### config.mk
export PLATFORM = sky130hd
export DESIGN_NAME = atw2d_sin
export DESIGN_NICKNAME = d
export VERILOG_FILES = /design/src/rtl/atw2d_pkg.sv /design/src/rtl/atw2d_sin.sv
export SDC_FILE = /design/constraint.sdc
export NUM_CORES = 2
export LEC_CHECK = 0
export BUFFER_PORTS_ARGS = -buffer_cell sky130_fd_sc_hd__buf_2
export CORE_MARGIN = 4
export CORE_UTILIZATION = 50
export DETAILED_ROUTE_END_ITERATION = 12
export HOLD_SLACK_MARGIN = 0.02
export PLACE_DENSITY_LB_ADDON = 0.12
export SETUP_SLACK_MARGIN = 0.05
export SKIP_LAST_GASP = 1
export SLEW_MARGIN = 20
export SYNTH_ARGS = -nofsm -noshare
export SYNTH_HDL_FRONTEND = slang
export SYNTH_SLANG_ARGS = --single-unit
### constraint.sdc
create_clock -name i_clk -period 8.8 [get_ports i_clk]
set_input_delay 2.2 -clock i_clk [delete_from_list [all_inputs] [get_ports i_clk]]
set_output_delay 2.2 -clock i_clk [all_outputs]
set_load 0.01 [all_outputs]
### src/rtl/atw2d_pkg.sv
// Shared types and constants for the 2D affine world-transform core.
// No dependencies; imported by atw2d_sin and the top level.
package atw2d_pkg;

    // Quarter-wave sine polynomial coefficients, Q16
    localparam logic [16:0] SinA = 17'd102944;
    localparam logic [15:0] SinB = 16'd42047;
    localparam logic [12:0] SinC = 13'd4639;

    // One quarter turn in binary angle units
    localparam logic [15:0] QuarterTurn = 16'd16384;

    // Sine latency in register stages
    localparam int SinStages = 4;

    // Fields that ride alongside the sine pipeline
    typedef struct packed {
        logic signed [31:0] pos_x;
        logic signed [31:0] pos_y;
        logic signed [23:0] scale_x;
        logic signed [23:0] scale_y;
        logic signed [31:0] pa;
        logic signed [31:0] pb;
        logic signed [31:0] pc;
        logic signed [31:0] pd;
        logic signed [31:0] ptx;
        logic signed [31:0] pty;
    } t_side;

endpackage

### src/rtl/atw2d_sin.sv
// Four-stage pipelined binary-angle sine, Q16 result in -65536..65536.
// Depends on atw2d_pkg for the polynomial coefficients.
module atw2d_sin import atw2d_pkg::*; (
    input  logic               i_clk,
    input  logic [15:0]        i_angle,
    output logic signed [18:0] o_sin
);

    logic [14:0] n_z;
    logic [14:0] r_z1, r_z2, r_z3;
    logic        r_neg1, r_neg2, r_neg3;
    logic [29:0] n_zz;
    logic [14:0] r_zsq1, r_zsq2;
    logic [27:0] n_c2;
    logic [15:0] n_t1, r_t1;
    logic [30:0] n_c3;
    logic [16:0] n_t2, r_t2;
    logic [31:0] n_c4;
    logic [17:0] n_mag;
    logic signed [18:0] r_sin;

    // Fold the angle into the first quadrant and form the polynomial terms
    always_comb begin
        if (i_angle[14]) begin
            n_z = 15'(QuarterTurn) - {1'b0, i_angle[13:0]};
        end else begin
            n_z = {1'b0, i_angle[13:0]};
        end
        n_zz  = n_z * n_z;
        n_c2  = r_zsq1 * SinC;
        n_t1  = SinB - 16'(n_c2 >> 14);
        n_c3  = r_zsq2 * r_t1;
        n_t2  = SinA - 17'(n_c3 >> 14);
        n_c4  = r_z3 * r_t2;
        n_mag = 18'(n_c4 >> 14);
    end

    always_ff @(posedge i_clk) begin
        r_z1   <= n_z;
        r_neg1 <= i_angle[15];
        r_zsq1 <= 15'(n_zz >> 14);
        r_z2   <= r_z1;
        r_neg2 <= r_neg1;
        r_zsq2 <= r_zsq1;
        r_t1   <= n_t1;
        r_z3   <= r_z2;
        r_neg3 <= r_neg2;
        r_t2   <= n_t2;
        r_sin  <= r_neg3 ? -$signed({1'b0, n_mag}) : $signed({1'b0, n_mag});
    end

    assign o_sin = r_sin;

endmodule

==> impl_metrics.ini <==
[outcome]
status = complete, but fails checks
violations = negative setup slack

[floorplanning]
core_area_um2 = 56400
die_w_um = 246
num_rows = 87
die_h_um = 246
io-pin-count = 36
initial_core_util_pct = 50.4
dieArea_um2 = 60700

[critical_path]
critPathKind = in -> reg
ff2ff_path_depth = 22
critPathSlowestCell = fa_1
critPathArrivalTime_ps = 9240
crit_fanout = 3
crit_path_end_kind = register
crit_path_start_kind = input pin
critPathRequiredTime_ps = 9180
critPathMaxStageDelay_ps = 530
cpMostUsedCell = fa_1

[cells_and_area]
fin_nets = 4133
antenna_cells = 0
stdcell_count = 3962
fillers = 5168
drive_gt1_share_pct = 9.42
area_delta_synth_final_pct = 9.96

[synthesis]
synthFlopType = dfxtp_1
syn_inst = 3089
synth_top_cell_area_share_pct = 39.6
synth_edf_count = 0
yosysSeqAreaShare_pct = 9.15
synth.largest_area_cell = fa_1
synthTopCellsByArea = fa_1, ha_1, inv_1, dfxtp_1, and2_1
async_flop_share_pct = 0
syn_area_um2 = 28400
yosys_warnings = 0
ys_seq_elements = 130
synth_cell_types = 90
avgSynthCellArea_um2 = 9.20

[clocking]
cts_made_buffers = 17
cts_hold_buf = 0
cts_tree = done
cts_sinks = 130
clk_path_buf_depth = 2
insertion_delay_ps = 450
cts-root-buf = clkbuf_16
htreeDepth = 4
clkTransAtPathRegs_ps = 60

[global_routing]
grt_usage_pct = 22.5
grt_pass1_wl_mm = 111
gr-total-overflow = 0
first_global_vias = 22600
grt_start_max_net_pins = 20
antenna_found_initial = 0

[job]
cap_viol_max_count = 0

[timing]
drv_slew = 0
finalCriticalPeriod_ps = 8870
max_freq_ghz = 0.113
final_hold_viol_count = 0
clock_skew_ps = 14.8
worst_slew_pin_slew_ps = 916
finalCritPeriodShare_pct = 101
setup_slack_ps = -68.4
rsz0062_at_grt = yes
finalSetupViolCount = 2
relSlewSlack_pct = 38.8

[worst_hold_path]
worstHoldPathCells = 0
min_path_type = reg -> reg

[route]
drt-initial-drc-count = 715
vias = 20300
finalWirelength_mm = 63.9
dr.pass1.iters = 5
route.detailed.drc = 0
vias_per_cell = 5.11
wire_per_inst_um = 16.1
final_antenna_net_count = 0

[placed_design]
io_buffers = 35
hpwl_mm = 53.1
gp_congestion = 0.883
placed_cells = 3919
==> layout make-up <==
type	count	area (um^2)	area share (%)
Clock buffer	19	443	1.42
Clock inverter	12	205	0.656
Inverter	724	2730	8.72
Multi-Input combinational cell	2151	23100	73.9
Sequential cell	130	2600	8.32
Tap cell	756	946	3.03
Timing Repair Buffer	170	1240	3.97
==> per-stage QoR <==
step | TNS (ps) | instance area [um^2] | utilization [%] | setup slack, ps | hold WS [ps]
CTS | 0 | 31200 | 55.3 | 18.8 | 325
detailed placement | -7130 | 30300 | 53.8 | -789 | 312
finish | -131 | 31300 | 55.4 | -68.4 | 322
global route | -1370 | 31300 | 55.4 | -317 | 328
floorplan | -725 | 28600 | - | -210 | 310
global placement | -5700 | 30300 | 53.8 | -663 | 310
==> state kept, by name, summed over array words and instances (netlist names) <==
name	flops
r_z2	15
r_zsq1	15
r_t1	16
r_t2	17
r_neg2	1
r_z3	15
r_zsq2	15
r_z1	15
r_neg1	1
r_neg3	1
o_sin	19
==> critical path: cells and delay by family <==
| kind | cells | cell delay, ps |
|---|---|---|
| AO/OA/AOI/OAI | 7 | 1230 |
| XOR/XNOR | 2 | 320 |
| buffers and inverters | 9 | 610 |
| AND/OR/NAND/NOR | 8 | 1560 |
| adder cells (fa/ha/maj) | 8 | 3330 |
==> metal layers <==
metal | vias up | wire length, um | GRT usage, %
met1 | 10300 | 28000 | 29.4
met2 | 336 | 32700 | 40.1
met4 | 0 | 1020 | 4.87
met3 | 77 | 2120 | 2.83
li1 | 9546 | - | -
met5 | - | 0 | 0
==> cells by family (layout without fill, tap and decap cells) <==
kind of cell | count (synthesis) | after routing | share of synthesized area, %
mux | 4 | 4 | 0.150
other cells | 2 | 10 | 0.0264
fa+ha+maj | 922 | 922 | 55.4
flops | 130 | 130 | 9.15
buf+inv | 816 | 925 | 10.9
xor+xnor | 109 | 109 | 3.36
compound gates | 239 | 239 | 5.99
simple gates | 867 | 867 | 15.0
==> synth_stat cells (15+ instances only) <==
cell	instances
nand3_1	17
fa_1	563
nand2_1	384
a21o_1	21
o21ai_0	30
clkbuf_1	84
xor2_1	34
nor3_1	19
and2_1	263
nor2_1	92
inv_1	720
and3_1	15
xnor2_1	75
dfxtp_1	130
ha_1	359
a21oi_1	57
==> path summary, 6_finish.rpt <==
kind / start / to / slack (ps)
worst max-delay path: i_angle[0] / r_zsq1[8]$_DFF_P_ / -70
worst min register to register: r_z1[4]$_DFF_P_ / r_z2[4]$_DFF_P_ / 320
worst min-delay path: r_z1[4]$_DFF_P_ / r_z2[4]$_DFF_P_ / 320
worst max register to register: r_zsq2[11]$_DFF_P_ / r_t2[16]$_DFF_P_ / 1190
==> layout by cell type, fill, tap and decap left out, types with 12 or more instances in the layout <==
cell and instances:
inv_1 712, fa_1 558, nand2_1 380, ha_1 352
and2_1 259, dfxtp_1 130, buf_4 129, nor2_1 87
xnor2_1 74, a21oi_1 54, buf_2 33, xor2_1 32
o21ai_0 27, a21o_1 21, nor3_1 18, clkbuf_16 17
nand3_1 16, and3_1 15, o21ai_1 14, nand4_1 12
==> repair_timing <==
item,4_1_cts,5_1_grt
endpoints found under the setup margin,10,10
pin swaps,23,12
resized for setup,31,16
gates cloned,0,0
setup buffers,10,2
Power is not shown: default switching activity piles up to over one toggle a cycle in this logic, so the estimate is an artifact.
